==> config.mk <==
export PLATFORM = sky130hd
export DESIGN_NAME = overlap_group_unique_full_filter_top
export DESIGN_NICKNAME = d
export VERILOG_FILES = /design/src/hdl/ogf_pkg.sv /design/src/hdl/ogf_fifo.sv /design/src/hdl/ogf_front.sv /design/src/hdl/ogf_back.sv /design/src/hdl/overlap_group_unique_full_filter_top.sv
export SDC_FILE = /design/constraint.sdc
export NUM_CORES = 2
export LEC_CHECK = 0
export ABC_AREA = 1
export BUFFER_PORTS_ARGS = -buffer_cell sky130_fd_sc_hd__buf_2
export CAP_MARGIN = 25
export CORE_MARGIN = 3
export CORE_UTILIZATION = 45
export DETAILED_ROUTE_END_ITERATION = 8
export SETUP_SLACK_MARGIN = 0.2
export SLEW_MARGIN = 25
export SYNTH_ARGS = -nofsm -noshare
export SYNTH_HDL_FRONTEND = slang
export SYNTH_SLANG_ARGS = --single-unit
==> constraint.sdc <==
create_clock -name clk -period 41.2 [get_ports clk]
set_clock_uncertainty 0.05 [all_clocks]
set_input_delay 8.24 -clock clk [delete_from_list [all_inputs] [get_ports clk]]
set_output_delay 8.24 -clock clk [all_outputs]
set_load 0.01 [all_outputs]
==> src/hdl/ogf_pkg.sv <==
// Shared types and constants for the overlap group unique full filter.
// Holds the record, result, queue entry and configuration structs.
// No dependencies.
package ogf_pkg;

  localparam int ADDR_W = 4;
  localparam int DATA_W = 32;

  localparam logic [1:0] REG_EDGE_SLACK         = 2'd0;
  localparam logic [1:0] REG_SPAN_PERCENT       = 2'd1;
  localparam logic [1:0] REG_IDENTITY_THRESHOLD = 2'd2;

  localparam logic [15:0] EDGE_SLACK_RESET         = 16'd100;
  localparam logic [6:0]  SPAN_PERCENT_RESET       = 7'd60;
  localparam logic [13:0] IDENTITY_THRESHOLD_RESET = 14'd9000;

  localparam logic [6:0] SPAN_SCALE = 7'd100;
  localparam logic [1:0] COUNT_MAX  = 2'd3;

  typedef struct packed {
    logic [31:0] query_id;
    logic [31:0] subject_id;
    logic [31:0] query_start;
    logic [31:0] query_end;
    logic [31:0] query_size;
    logic [31:0] subject_start;
    logic [31:0] subject_end;
    logic [31:0] subject_size;
    logic [1:0]  directions;
    logic [13:0] identity;
    logic        query_flagged;
    logic        last_in_group;
  } in_t;

  typedef struct packed {
    logic [31:0] out_query_id;
    logic [31:0] out_subject_id;
    logic [31:0] out_query_start;
    logic [31:0] out_query_end;
    logic [31:0] out_query_size;
    logic        out_query_reverse;
    logic [31:0] out_subject_start;
    logic [31:0] out_subject_end;
    logic [31:0] out_subject_size;
    logic [13:0] out_identity;
  } out_t;

  typedef struct packed {
    logic full;
    logic last;
    in_t  rec;
  } mid_t;

  typedef struct packed {
    logic [15:0] edge_slack;
    logic [6:0]  span_percent;
    logic [13:0] identity_threshold;
  } cfg_t;

endpackage

==> src/hdl/ogf_fifo.sv <==
// Small synchronous FIFO of registers, used between the front and back parts
// and for finished results. Depends on nothing but its type parameter.
module ogf_fifo #(
  parameter type T = logic,
  parameter int DEPTH = 4
) (
  input  logic                       clk,
  input  logic                       rst,
  input  logic                       push,
  input  T                           wdata,
  input  logic                       pop,
  output T                           rdata,
  output logic                       full,
  output logic                       empty,
  output logic [$clog2(DEPTH+1)-1:0] count
);

  localparam int AW = $clog2(DEPTH);
  localparam int CW = $clog2(DEPTH+1);

  T            mem [DEPTH];
  logic [AW-1:0] wr_ptr;
  logic [AW-1:0] rd_ptr;

  logic do_push;
  logic do_pop;

  assign full    = (count == CW'(DEPTH));
  assign empty   = (count == '0);
  assign do_push = push && !full;
  assign do_pop  = pop && !empty;
  assign rdata   = mem[rd_ptr];

  always_ff @(posedge clk) begin
    if (do_push) begin
      mem[wr_ptr] <= wdata;
    end
  end

  always_ff @(posedge clk) begin
    if (rst) begin
      wr_ptr <= '0;
      rd_ptr <= '0;
      count  <= '0;
    end else begin
      if (do_push) begin
        wr_ptr <= (wr_ptr == AW'(DEPTH-1)) ? '0 : wr_ptr + 1'b1;
      end
      if (do_pop) begin
        rd_ptr <= (rd_ptr == AW'(DEPTH-1)) ? '0 : rd_ptr + 1'b1;
      end
      if (do_push && !do_pop) begin
        count <= count + 1'b1;
      end else if (do_pop && !do_push) begin
        count <= count - 1'b1;
      end
    end
  end

endmodule

==> src/hdl/ogf_front.sv <==
// Front part: two-stage classification pipeline that marks each record full or not.
// Depends on ogf_pkg for the record, queue entry and configuration types.
module ogf_front #(
  parameter int COORD_BITS = 32
) (
  input  logic          clk,
  input  logic          rst,
  input  logic          in_valid,
  input  ogf_pkg::in_t  in_rec,
  input  ogf_pkg::cfg_t cfg,
  output logic          out_valid,
  output ogf_pkg::mid_t out_entry,
  output logic [1:0]    pending
);

  import ogf_pkg::*;

  localparam int CB = (COORD_BITS < 32) ? COORD_BITS : 32;
  localparam int DW = CB + 2;
  localparam int PW = CB + 7;

  function automatic logic signed [DW-1:0] ext(input logic [31:0] v);
    return signed'({2'b00, v[CB-1:0]});
  endfunction

  logic signed [DW-1:0] qo, qe, qs, so, se, ss, e;
  logic signed [DW-1:0] qb, qn, sb, sn;
  logic                 cont_c, dove_c;

  logic                 s1_valid;
  in_t                  s1_rec;
  logic                 s1_cont, s1_dove;
  logic signed [DW-1:0] s1_qspan, s1_sspan;
  logic [CB-1:0]        s1_qs, s1_ss;

  logic                 s2_valid;
  in_t                  s2_rec;
  logic                 s2_cont, s2_dove;
  logic                 s2_qpos, s2_spos;
  logic [PW-1:0]        s2_qlhs, s2_qrhs, s2_slhs, s2_srhs;
  logic                 spans_c;

  always_comb begin
    qo = ext(in_rec.query_start);
    qe = ext(in_rec.query_end);
    qs = ext(in_rec.query_size);
    so = ext(in_rec.subject_start);
    se = ext(in_rec.subject_end);
    ss = ext(in_rec.subject_size);
    e  = signed'({{(DW-16){1'b0}}, cfg.edge_slack});
    qb = in_rec.directions[0] ? qs - qe : qo;
    qn = in_rec.directions[0] ? qs - qo : qe;
    sb = in_rec.directions[1] ? ss - se : so;
    sn = in_rec.directions[1] ? ss - so : se;
    cont_c = (qo <= e && qs - qe <= e) || (so <= e && ss - se <= e);
    dove_c = (qs - qn <= e && sb <= e) || (ss - sn <= e && qb <= e);
  end

  always_ff @(posedge clk) begin
    if (rst) begin
      s1_valid <= 1'b0;
      s2_valid <= 1'b0;
    end else begin
      s1_valid <= in_valid;
      s2_valid <= s1_valid;
    end
  end

  always_ff @(posedge clk) begin
    s1_rec   <= in_rec;
    s1_cont  <= cont_c;
    s1_dove  <= dove_c;
    s1_qspan <= qn - qb;
    s1_sspan <= sn - sb;
    s1_qs    <= in_rec.query_size[CB-1:0];
    s1_ss    <= in_rec.subject_size[CB-1:0];

    s2_rec  <= s1_rec;
    s2_cont <= s1_cont;
    s2_dove <= s1_dove;
    s2_qpos <= !s1_qspan[DW-1];
    s2_spos <= !s1_sspan[DW-1];
    s2_qlhs <= PW'(s1_qspan[CB-1:0]) * PW'(SPAN_SCALE);
    s2_slhs <= PW'(s1_sspan[CB-1:0]) * PW'(SPAN_SCALE);
    s2_qrhs <= PW'(s1_qs) * PW'(cfg.span_percent);
    s2_srhs <= PW'(s1_ss) * PW'(cfg.span_percent);
  end

  assign spans_c = (s2_qpos && s2_qlhs >= s2_qrhs) || (s2_spos && s2_slhs >= s2_srhs);

  assign out_valid      = s2_valid;
  assign out_entry.full = !s2_rec.query_flagged && (s2_cont || (s2_dove && spans_c));
  assign out_entry.last = s2_rec.last_in_group;
  assign out_entry.rec  = s2_rec;
  assign pending        = {1'b0, s1_valid} + {1'b0, s2_valid};

endmodule

==> src/hdl/ogf_back.sv <==
// Back part: counts full records per group, keeps the last one and decides at group end.
// Depends on ogf_pkg for the queue entry, result and configuration types.
module ogf_back (
  input  logic          clk,
  input  logic          rst,
  input  logic          mid_empty,
  input  ogf_pkg::mid_t mid_entry,
  output logic          mid_pop,
  input  ogf_pkg::cfg_t cfg,
  input  logic          res_full,
  output logic          res_push,
  output ogf_pkg::out_t res_data
);

  import ogf_pkg::*;

  logic [1:0] full_count;
  logic [1:0] full_count_next;
  logic [1:0] count_after;
  in_t        kept;
  in_t        kept_next;

  always_comb begin
    mid_pop     = !mid_empty && !res_full;
    count_after = full_count;
    kept_next   = kept;
    if (mid_entry.full) begin
      count_after = (full_count == COUNT_MAX) ? COUNT_MAX : full_count + 2'd1;
      kept_next   = mid_entry.rec;
    end
    full_count_next = mid_entry.last ? 2'd0 : count_after;
    res_push = mid_pop && mid_entry.last && count_after == 2'd1 &&
               kept_next.identity >= cfg.identity_threshold;

    res_data.out_query_id      = kept_next.query_id;
    res_data.out_subject_id    = kept_next.subject_id;
    res_data.out_query_start   = kept_next.query_start;
    res_data.out_query_end     = kept_next.query_end;
    res_data.out_query_size    = kept_next.query_size;
    res_data.out_query_reverse = kept_next.directions[0] ^ kept_next.directions[1];
    res_data.out_subject_start = kept_next.subject_start;
    res_data.out_subject_end   = kept_next.subject_end;
    res_data.out_subject_size  = kept_next.subject_size;
    res_data.out_identity      = kept_next.identity;
  end

  always_ff @(posedge clk) begin
    if (rst) begin
      full_count <= 2'd0;
    end else if (mid_pop) begin
      full_count <= full_count_next;
    end
  end

  always_ff @(posedge clk) begin
    if (mid_pop) begin
      kept <= kept_next;
    end
  end

endmodule

==> src/hdl/overlap_group_unique_full_filter_top.sv <==
// A group's result is pushed to the result queue when its last record leaves the middle queue.
// Throughput: one record per cycle; full rises once the middle queue and the two
// classification stages together hold QUEUE_DEPTH records, and the back part stalls
// while the two-entry result queue is full.
// Reset (synchronous, rst high): registers return to 100, 60 and 9000, queues empty,
// full count cleared.
module overlap_group_unique_full_filter_top #(
  parameter int COORD_BITS  = 32,
  parameter int QUEUE_DEPTH = 4
) (
  input  logic                          clk,
  input  logic                          rst,
  input  logic                          push,
  output logic                          full,
  input  ogf_pkg::in_t                  item,
  output logic                          empty,
  input  logic                          pop,
  output ogf_pkg::out_t                 result,
  input  logic                          psel,
  input  logic                          penable,
  input  logic                          pwrite,
  input  logic [ogf_pkg::ADDR_W-1:0]    paddr,
  input  logic [ogf_pkg::DATA_W-1:0]    pwdata,
  output logic [ogf_pkg::DATA_W-1:0]    prdata,
  output logic                          pready
);

  import ogf_pkg::*;

  localparam int CW = $clog2(QUEUE_DEPTH+1);

  cfg_t          cfg;
  logic [1:0]    reg_index;
  logic          in_take;
  logic          front_valid;
  mid_t          front_entry;
  logic [1:0]    pending;
  mid_t          mid_entry;
  logic          mid_full;
  logic          mid_empty;
  logic          mid_pop;
  logic [CW-1:0] mid_count;
  logic [CW:0]   occupancy;
  logic          res_push;
  out_t          res_data;
  logic          res_full;
  logic [1:0]    res_count;

  assign pready    = 1'b1;
  assign reg_index = paddr[3:2];

  always_ff @(posedge clk) begin
    if (rst) begin
      cfg.edge_slack         <= EDGE_SLACK_RESET;
      cfg.span_percent       <= SPAN_PERCENT_RESET;
      cfg.identity_threshold <= IDENTITY_THRESHOLD_RESET;
    end else if (psel && penable && pwrite && pready) begin
      unique case (reg_index)
        REG_EDGE_SLACK:         cfg.edge_slack         <= pwdata[15:0];
        REG_SPAN_PERCENT:       cfg.span_percent       <= pwdata[6:0];
        REG_IDENTITY_THRESHOLD: cfg.identity_threshold <= pwdata[13:0];
        default: ;
      endcase
    end
  end

  always_comb begin
    unique case (reg_index)
      REG_EDGE_SLACK:         prdata = {16'd0, cfg.edge_slack};
      REG_SPAN_PERCENT:       prdata = {25'd0, cfg.span_percent};
      REG_IDENTITY_THRESHOLD: prdata = {18'd0, cfg.identity_threshold};
      default:                prdata = '0;
    endcase
  end

  assign occupancy = (CW+1)'(mid_count) + (CW+1)'(pending);
  assign full      = (occupancy >= (CW+1)'(QUEUE_DEPTH));
  assign in_take   = push && !full;

  ogf_front #(
    .COORD_BITS(COORD_BITS)
  ) u_front (
    .clk      (clk),
    .rst      (rst),
    .in_valid (in_take),
    .in_rec   (item),
    .cfg      (cfg),
    .out_valid(front_valid),
    .out_entry(front_entry),
    .pending  (pending)
  );

  ogf_fifo #(
    .T    (mid_t),
    .DEPTH(QUEUE_DEPTH)
  ) u_mid_queue (
    .clk  (clk),
    .rst  (rst),
    .push (front_valid),
    .wdata(front_entry),
    .pop  (mid_pop),
    .rdata(mid_entry),
    .full (mid_full),
    .empty(mid_empty),
    .count(mid_count)
  );

  ogf_back u_back (
    .clk      (clk),
    .rst      (rst),
    .mid_empty(mid_empty),
    .mid_entry(mid_entry),
    .mid_pop  (mid_pop),
    .cfg      (cfg),
    .res_full (res_full),
    .res_push (res_push),
    .res_data (res_data)
  );

  ogf_fifo #(
    .T    (out_t),
    .DEPTH(2)
  ) u_res_queue (
    .clk  (clk),
    .rst  (rst),
    .push (res_push),
    .wdata(res_data),
    .pop  (pop),
    .rdata(result),
    .full (res_full),
    .empty(empty),
    .count(res_count)
  );

  // The credit scheme must never let a classified record reach a full middle queue.
  a_credit_bound: assert property (@(posedge clk) disable iff (rst)
    occupancy <= (CW+1)'(QUEUE_DEPTH))
    else $error("middle queue plus pipeline exceeds its depth");

  a_no_drop: assert property (@(posedge clk) disable iff (rst)
    front_valid |-> !mid_full)
    else $error("classified record arrives at a full middle queue");

  a_result_from_pop: assert property (@(posedge clk) disable iff (rst)
    res_push |-> (mid_pop && !res_full && res_count != 2'd2))
    else $error("result pushed without a group end taken");

  a_accept_in_flight: assert property (@(posedge clk) disable iff (rst)
    in_take |=> pending != 2'd0)
    else $error("accepted transaction missing from the pipeline");

endmodule
## Word level (Yosys, flattened, before mapping)

Memories as Yosys holds them, arrays and structs flattened. A register that Yosys moved wholly into a read port is not among the register bits.
Cells that the tools add are included.
Widths: inputs -> output; s select.

| storage, ports and cells | value |
|---|---|
| bits in read-only memories | 0 |
| RAM bits | 1646 |
| latch bits | 0 |
| logic and storage cells | 179 |
| memories | 2 |
| flip-flop bits (word level) | 1100 |
| output and inout port bits | 306 |
| input port bits | 317 |

Memories:

| memory | depth | bits a word | rd ports | clocked after memory_dff | write ports | RTL line | source |
|---|---|---|---|---|---|---|---|
| u_mid_queue.mem | 4 | 276 | 1 | 1 | 1 | ogf_fifo.sv:21 | `T mem [DEPTH];` |
| u_res_queue.mem | 2 | 271 | 1 | 1 | 1 | ogf_fifo.sv:21 |  |

| operators by class | value |
|---|---|
| bitwise operators | 1 |
| div/mod/pow operators | 0 |
| equal/unequal tests | 8 |
| multipliers | 4 |
| add/subtract/negate cells | 19 |
| order comparisons | 12 |
| muxes and demuxes | 25 |
| reductions and logical operators | 48 |
| shift operators | 0 |

Operator list:

| cell | count |
|---|---|
| $mux 274 | 1 |
| $le 34x17->1 | 6 |
| $mux 34 | 4 |
| $sub 32x32->33 | 4 |
| $ge 39x39->1 | 2 |
| $mul 32x7->39 | 2 |
| $mul 32x5->37 const B | 2 |
| $sub 33x34->34 | 2 |
| $sub 34x34->34 | 2 |
| $le 32x16->1 | 2 |
| $pmux 16 s3 | 1 |
| $logic_and 1x1->1 | 23 |
| $mux 2 | 9 |
| $ge 14x14->1 | 1 |
| $logic_not 1->1 | 12 |
| $eq 2x2->1 const B | 5 |
| $add 2x1->2 const B | 4 |
| $mux 1 | 8 |
| $reduce_and 2->1 | 4 |
| $mux 3 | 2 |
| $add 3x2->4 | 1 |
| $eq 2x1->1 const B | 2 |
| $ge 4x3->1 const B | 1 |
| $logic_not 2->1 | 2 |
| 10 further kinds | 15 |

## Longest topological paths before layout

| depth | value |
|---|---|
| depth after elaboration | 11 |
| gate-level depth with buffers | 39 |
| gate-level depth less buffers | 39 |

## Cells and area by module

From an unflattened synthesis, not the netlist that was laid out.

| unflattened totals | value |
|---|---|
| cells, all modules | 12529 |
| area total of the unflattened synthesis | 134218.7 µm² |

By module, submodules not included:

| module | area an instance (µm²) | cells an instance | instances | sequential area each (µm²) |
|---|---|---|---|---|
| ogf_front | 56469.2 | 7115 | 1 | 15494.9 |
| ogf_fifo at u_mid_queue | 41008.1 | 2740 | 1 | 33332.0 |
| ogf_fifo at u_res_queue | 20571.0 | 880 | 1 | 16375.7 |
| ogf_back | 14229.9 | 1511 | 1 | 8207.9 |
| overlap_group_unique_full_filter_top | 1940.6 | 283 | 1 | 740.7 |

## Least setup slack after synthesis

No wires, ideal clock.

| path | value |
|---|---|
| kind | register -> register |
| start | register u_mid_queue.count[0] |
| end | memory u_res_queue.mem[1][0] (netlist bit), enable pin |
| clock period less this slack | 29347 ps |
| slack | 11853 ps |
| stages on the path, launching flop included | 8 |
| data arrival time | 28388 ps |
| setup time | 909 ps |
| path buffers | 0 |
| data required time | 40241 ps |
| cells stage by stage | dfxtp_1 -> inv_1 -> a32oi_1 -> inv_1 -> a221o_1 -> nor3b_1 -> nand2_1 -> nor2_1 |

| on the way | value |
|---|---|
| longest elaborated chain between the ends | 9 |

Ends and longest elaborated chain:

| item | RTL line | source |
|---|---|---|
| start, declared | ogf_fifo.sv:15 | `output logic [$clog2(DEPTH+1)-1:0] count` |
| start signal, assigned | ogf_fifo.sv:53 | `count <= count + 1'b1;` |
| start signal, assigned | ogf_fifo.sv:55 | `count <= count - 1'b1;` |
| $logic_not 3->1 | ogf_fifo.sv:29 | `assign empty = (count == '0);` |
| $logic_not 1->1 | ogf_back.sv:24 | `mid_pop = !mid_empty && !res_full;` |
| $logic_and 1x1->1 | ogf_back.sv:24 |  |
| via mid_pop | overlap_group_unique_full_filter_top.sv:41 | `logic mid_pop;` |
| $logic_and 1x1->1 (3 in series) | ogf_back.sv:32 | `res_push = mid_pop && mid_entry.last && count_after == 2'd1 &&` |
| $logic_and 1x1->1 | ogf_fifo.sv:30 | `assign do_push = push && !full;` |
| $mux 1 | ogf_fifo.sv:35 | `if (do_push) begin` |
| $mux 1 (not written as such) | ogf_fifo.sv:36 | `mem[wr_ptr] <= wdata;` |
| end, declared | ogf_fifo.sv:21 |  |

The timed path passes the listed nets, and every way through them passes these cells.

## Worst setup path after layout

| path | value |
|---|---|
| start | input port paddr[2] (netlist bit) |
| end | output port prdata[4] (netlist bit) |

| on the way | value |
|---|---|
| longest elaborated chain between the ends | 2 |
| elaborated cells on any way between the ends | 4 |
| classes of those cells | 2 x eq/ne; 1 x mux; 1 x reduce/logical |

Ends and longest elaborated chain:

| item | RTL line | source |
|---|---|---|
| start, declared | overlap_group_unique_full_filter_top.sv:22 | `input logic [ogf_pkg::ADDR_W-1:0] paddr,` |
| $eq 2x2->1, or another cell as far along | overlap_group_unique_full_filter_top.sv:68 | `unique case (reg_index)` |
| $pmux 16 s3 * | overlap_group_unique_full_filter_top.sv:68 |  |
| end, declared | overlap_group_unique_full_filter_top.sv:24 | `output logic [ogf_pkg::DATA_W-1:0] prdata,` |

Mark *: on every way between the ends. The rest lies on a longest branch, timed or not.

==> results.txt <==
Net switching is around 40% of the power. The worst-case setup slack after placement is roughly 24 ns. Of the total power, the clock network draws a little under a quarter. The leakage dissipation came out at between 0.06 and 0.07 uW. The maximum level of the CTS H-tree came out at 5. The number of library cell types mapped by synthesis came out at 74. The worst path setup slack after routing is 23.50 ns. The kind of capture point of the worst setup path is a primary output. After the last flow step, the layout net total stands at between 10000 and 15000.

The peak clock frequency supported by timing came out at around 0.056 GHz. Counting flops with a built-in enable in the synthesized netlist gives roughly 1900. The final weighted congestion in routability-driven placement is around 0.94. In the synthesized netlist the dominant register cell turns out to be sky130_fd_sc_hd__edfxtp_1.

Along the worst path, the maximum fanout reaches 14. The per-cell via count in the routed design came out at between 5 and 6. Sorting the synthesized cells by area gives the leading types as sky130_fd_sc_hd__edfxtp_1 (44%), sky130_fd_sc_hd__dfxtp_1 (13%), sky130_fd_sc_hd__ha_1 (7.4%), sky130_fd_sc_hd__fa_1 (5.5%), sky130_fd_sc_hd__nor2_1 (5.0%).

In this run, CTS created clock tree buffers numbering between 200 and 300. The pin count of the biggest net entering global routing is 203. The number of standard-cell rows in the floorplan came out at between 150 and 200. The depth of the worst register-to-register path came out at 22.

The min-delay analysis places its worst path in the category reg -> reg. The number of flip-flops and latches in the synthesized netlist came out at approximately 2700. The proportion of layout cells with a drive suffix above 1 came out at about an eighth. The hold buffer count at cts is 0. The share of power burned in combinational logic is 43.5%.

On the worst path, the slowest cell contributes a delay of approximately 0.44 ns. The effective utilization at floorplan came out at a little under half. The total power divided by cell area is between 70 and 80 nW/um2.

In this run the critical register-to-register path is captured at u_res_queue.mem[1][164]. Cells fill about half of the core in the end. The root buffer cell is sky130_fd_sc_hd__clkbuf_16. The post-CTS clock slew at the launch and capture registers of the worst setup and hold paths is about 0.060 ns. The sum of overflow across all layers after global routing is 0. The data required time of the worst path came out at around 33 ns. The setup violation total in the final timing report is 0.

In this design, the critical path's most frequently occurring cell is sky130_fd_sc_hd__buf_2. The arrival time at the worst endpoint is 9.41 ns. The detailed router finished its first iteration with between 8000 and 9000 violations. For hold timing, the worst endpoint is u_front.out_entry[181]. The per-instance average area after synthesis came out at 10.7 um2. The core footprint is between 200000 and 300000 um2. The number of global-route vias before repair is ~88000. The combined area of all synthesized cells is between 100000 and 150000 um2. The area enclosed by the die boundary is between 200000 and 300000 um2.

In the layout the commonest cells are sky130_fd_sc_hd__edfxtp_1 (1910), sky130_fd_sc_hd__nor2_1 (1731), sky130_fd_sc_hd__nand2_1 (1727), sky130_fd_sc_hd__inv_1 (1386), sky130_fd_sc_hd__dfxtp_1 (817). The worst hold path cell count is 0. The worst register-to-register path has a setup slack of around 32 ns. Gates resized during post-CTS repair numbered 0. The flow ran to the end, and the final reports show no timing, DRC or antenna violations.

Across the VDD grid, the largest voltage drop is between 80 and 90 uV. The detailed placer's ending HPWL came out at 281000 um. The switching power of the nets is ~4600 uW. The max-capacitance violation count is 0. The gate count after technology mapping is approximately 12000. The post-CTS setup repair buffer count is 0. TritonCTS built the clock tree. The synthesis-to-layout area growth came out at 13.0%. The post-route clock period utilization came out at about 43%. The floorplan step set the die width to between 500 and 600 um. The internal power summed over all cells is roughly 6900 uW. The number of failing hold endpoints at the final stage is 0.

The count of warnings emitted by yosys came out at 0. The number of antenna violations at the first check in global routing is just under 100. The later-pin clock latency in the skew report came out at about 0.86 ns. The vertical extent of the die is between 500 and 600 um. The post-synthesis sequential area ratio is a little under three fifths. The slowest stage cell on the critical path is sky130_fd_sc_hd__o221ai_1. The critical path class is in -> out. The final-report max-slew violation count came out at 0. Once detail routing completed, the nets flagged for antenna violations numbered 0. Traced cell by cell, the critical path runs through buf_2 > inv_1 > nand2_1 > o221ai_1 > buf_2. The time the worst path needs with I/O delays and setup is 17.70 ns. The portion of synthesized cell area occupied by the leading cell type is between 40 and 50%. The detailed-route wire length per cell came out at approximately 24 um.

The total via count after detailed routing came out at roughly 91000. The total routing resource utilization after global routing came out at a little over a quarter. The first detailed-routing pass took 6 iterations. The count of input and output buffers is around 590. After synthesis, the share of flip-flops with an asynchronous set or reset is 0%. The remaining design rule violation count came out at 0. Setup repair after global routing left no endpoint under its margin.

The slew at the pin closest to its max-slew limit is ~1.1 ns. The most frequent standard cell in the layout excluding fill and tap cells is sky130_fd_sc_hd__edfxtp_1. During I/O placement, the number of pins put on the boundary was just over 600. The final instance count without filler cells is 16815. Per report_power, the sequential group accounts for roughly a third of the total.

The TritonCTS sink count is approximately 2700. The worst hold path begins at u_front.s1_rec[181]. The post-route setup TNS is 0 ns.

The buffer depth of the longest clock path came out at 4. The cell total after placement is between 15000 and 20000. Measured against its own limit, the worst slew margin works out to around 27%. The biggest area consumer among synthesized cells is sky130_fd_sc_hd__edfxtp_1. The worst setup path is launched from an input port.

The total wire length after detailed routing is roughly 400000 um. The wire length of the first global-routing pass is 578000 um.
[sequential cells by signal, indices dropped and copies added (netlist names), 39 cells and up, named ones only]
name and count:
u_front.s2_srhs 39, u_front.s1_rec 274, u_front.s2_qrhs 39, u_back.kept 272, u_res_queue.mem 542, u_front.out_entry 274, u_mid_queue.mem 1096
[cell usage after synthesis (all sizes together), types with 28 or more instances]
library cell	count
a31oi	334
mux2	271
clkbuf	317
nor2	1763
nand3	269
fa	361
o211ai	36
a21oi	522
inv	1403
o21ai	845
ha	776
dfxtp	827
nand4	78
xnor2	110
edfxtp	1910
o21bai	28
nor3	49
xor2	209
buf	60
nand2	1767
[cell families after synthesis]
logic type,count (synthesis),synth area share (%)
flops,2737,56.7
other cells,2,0.00576
fa+ha+maj,1137,13.0
mux,271,2.34
compound gates,1926,8.26
xor+xnor,319,2.15
buf+inv,1782,5.18
simple gates,3992,12.4
[critical path, delay by kind of cell]
| kind | cells | cell delay, ns |
|---|---|---|
| buffers and inverters | 3 | 0.40 |
| AO/OA/AOI/OAI | 1 | 0.44 |
| AND/OR/NAND/NOR | 1 | 0.34 |
[final cells by class]
| class | count | area, um2 |
|---|---|---|
| Clock inverter | 130 | 1330 |
| Fill cell | 25436 | 141000 |
| Tap cell | 3781 | 4730 |
| Antenna cell | 27 | 67.6 |
| Multi-Input combinational cell | 7662 | 49900 |
| Timing Repair Buffer | 669 | 3800 |
| Clock buffer | 404 | 8320 |
| Inverter | 1405 | 5300 |
| Sequential cell | 2737 | 73900 |
[worst max path at each step]
stage	startpoint	end	slack [ns]	cells past startpoint
floorplan	u_mid_queue.count[0]	u_res_queue.mem[1][0]	11.85	7
global placement	paddr[2]	prdata[4]	23.55	5
detailed placement	paddr[2]	prdata[4]	23.54	5
CTS	paddr[2]	prdata[4]	23.54	5
global route	paddr[2]	prdata[4]	23.47	5
finish	paddr[2]	prdata[4]	23.50	5
[power by group through the flow]
stage          Sequential [uW]  Clock (uW)  Combinational (uW)
6_report                  3870        2620                5000
5_1_grt                   3910        2780                5630
4_1_cts                   3880        2670                5020
3_5_place_dp              3930           0                5000
3_3_place_gp              3920           0                4920
2_1_floorplan             4030           0                3480
[layer usage]
layer	part of all wire [%]	routed length (um)	up-vias	GRT usage, %
met3	8.0	32100	682	5.12
met5	0.056	223	-	0
met1	43	172000	44100	36.3
met4	4.0	16200	34	9.55
met2	45	180000	3279	41.8
li1	-	-	42482	-
[metrics by stage]
stage | hold slack, ns | power, uW | area, um2
finish | 0.245 | 11500 | 147000
global route | 0.254 | 12300 | 147000
detailed placement | 0.262 | 8930 | 138000
floorplan | 0.260 | 7510 | 130000
global placement | 0.259 | 8830 | 138000
CTS | 0.238 | 11600 | 147000
Power figures use the tool's default switching activity.
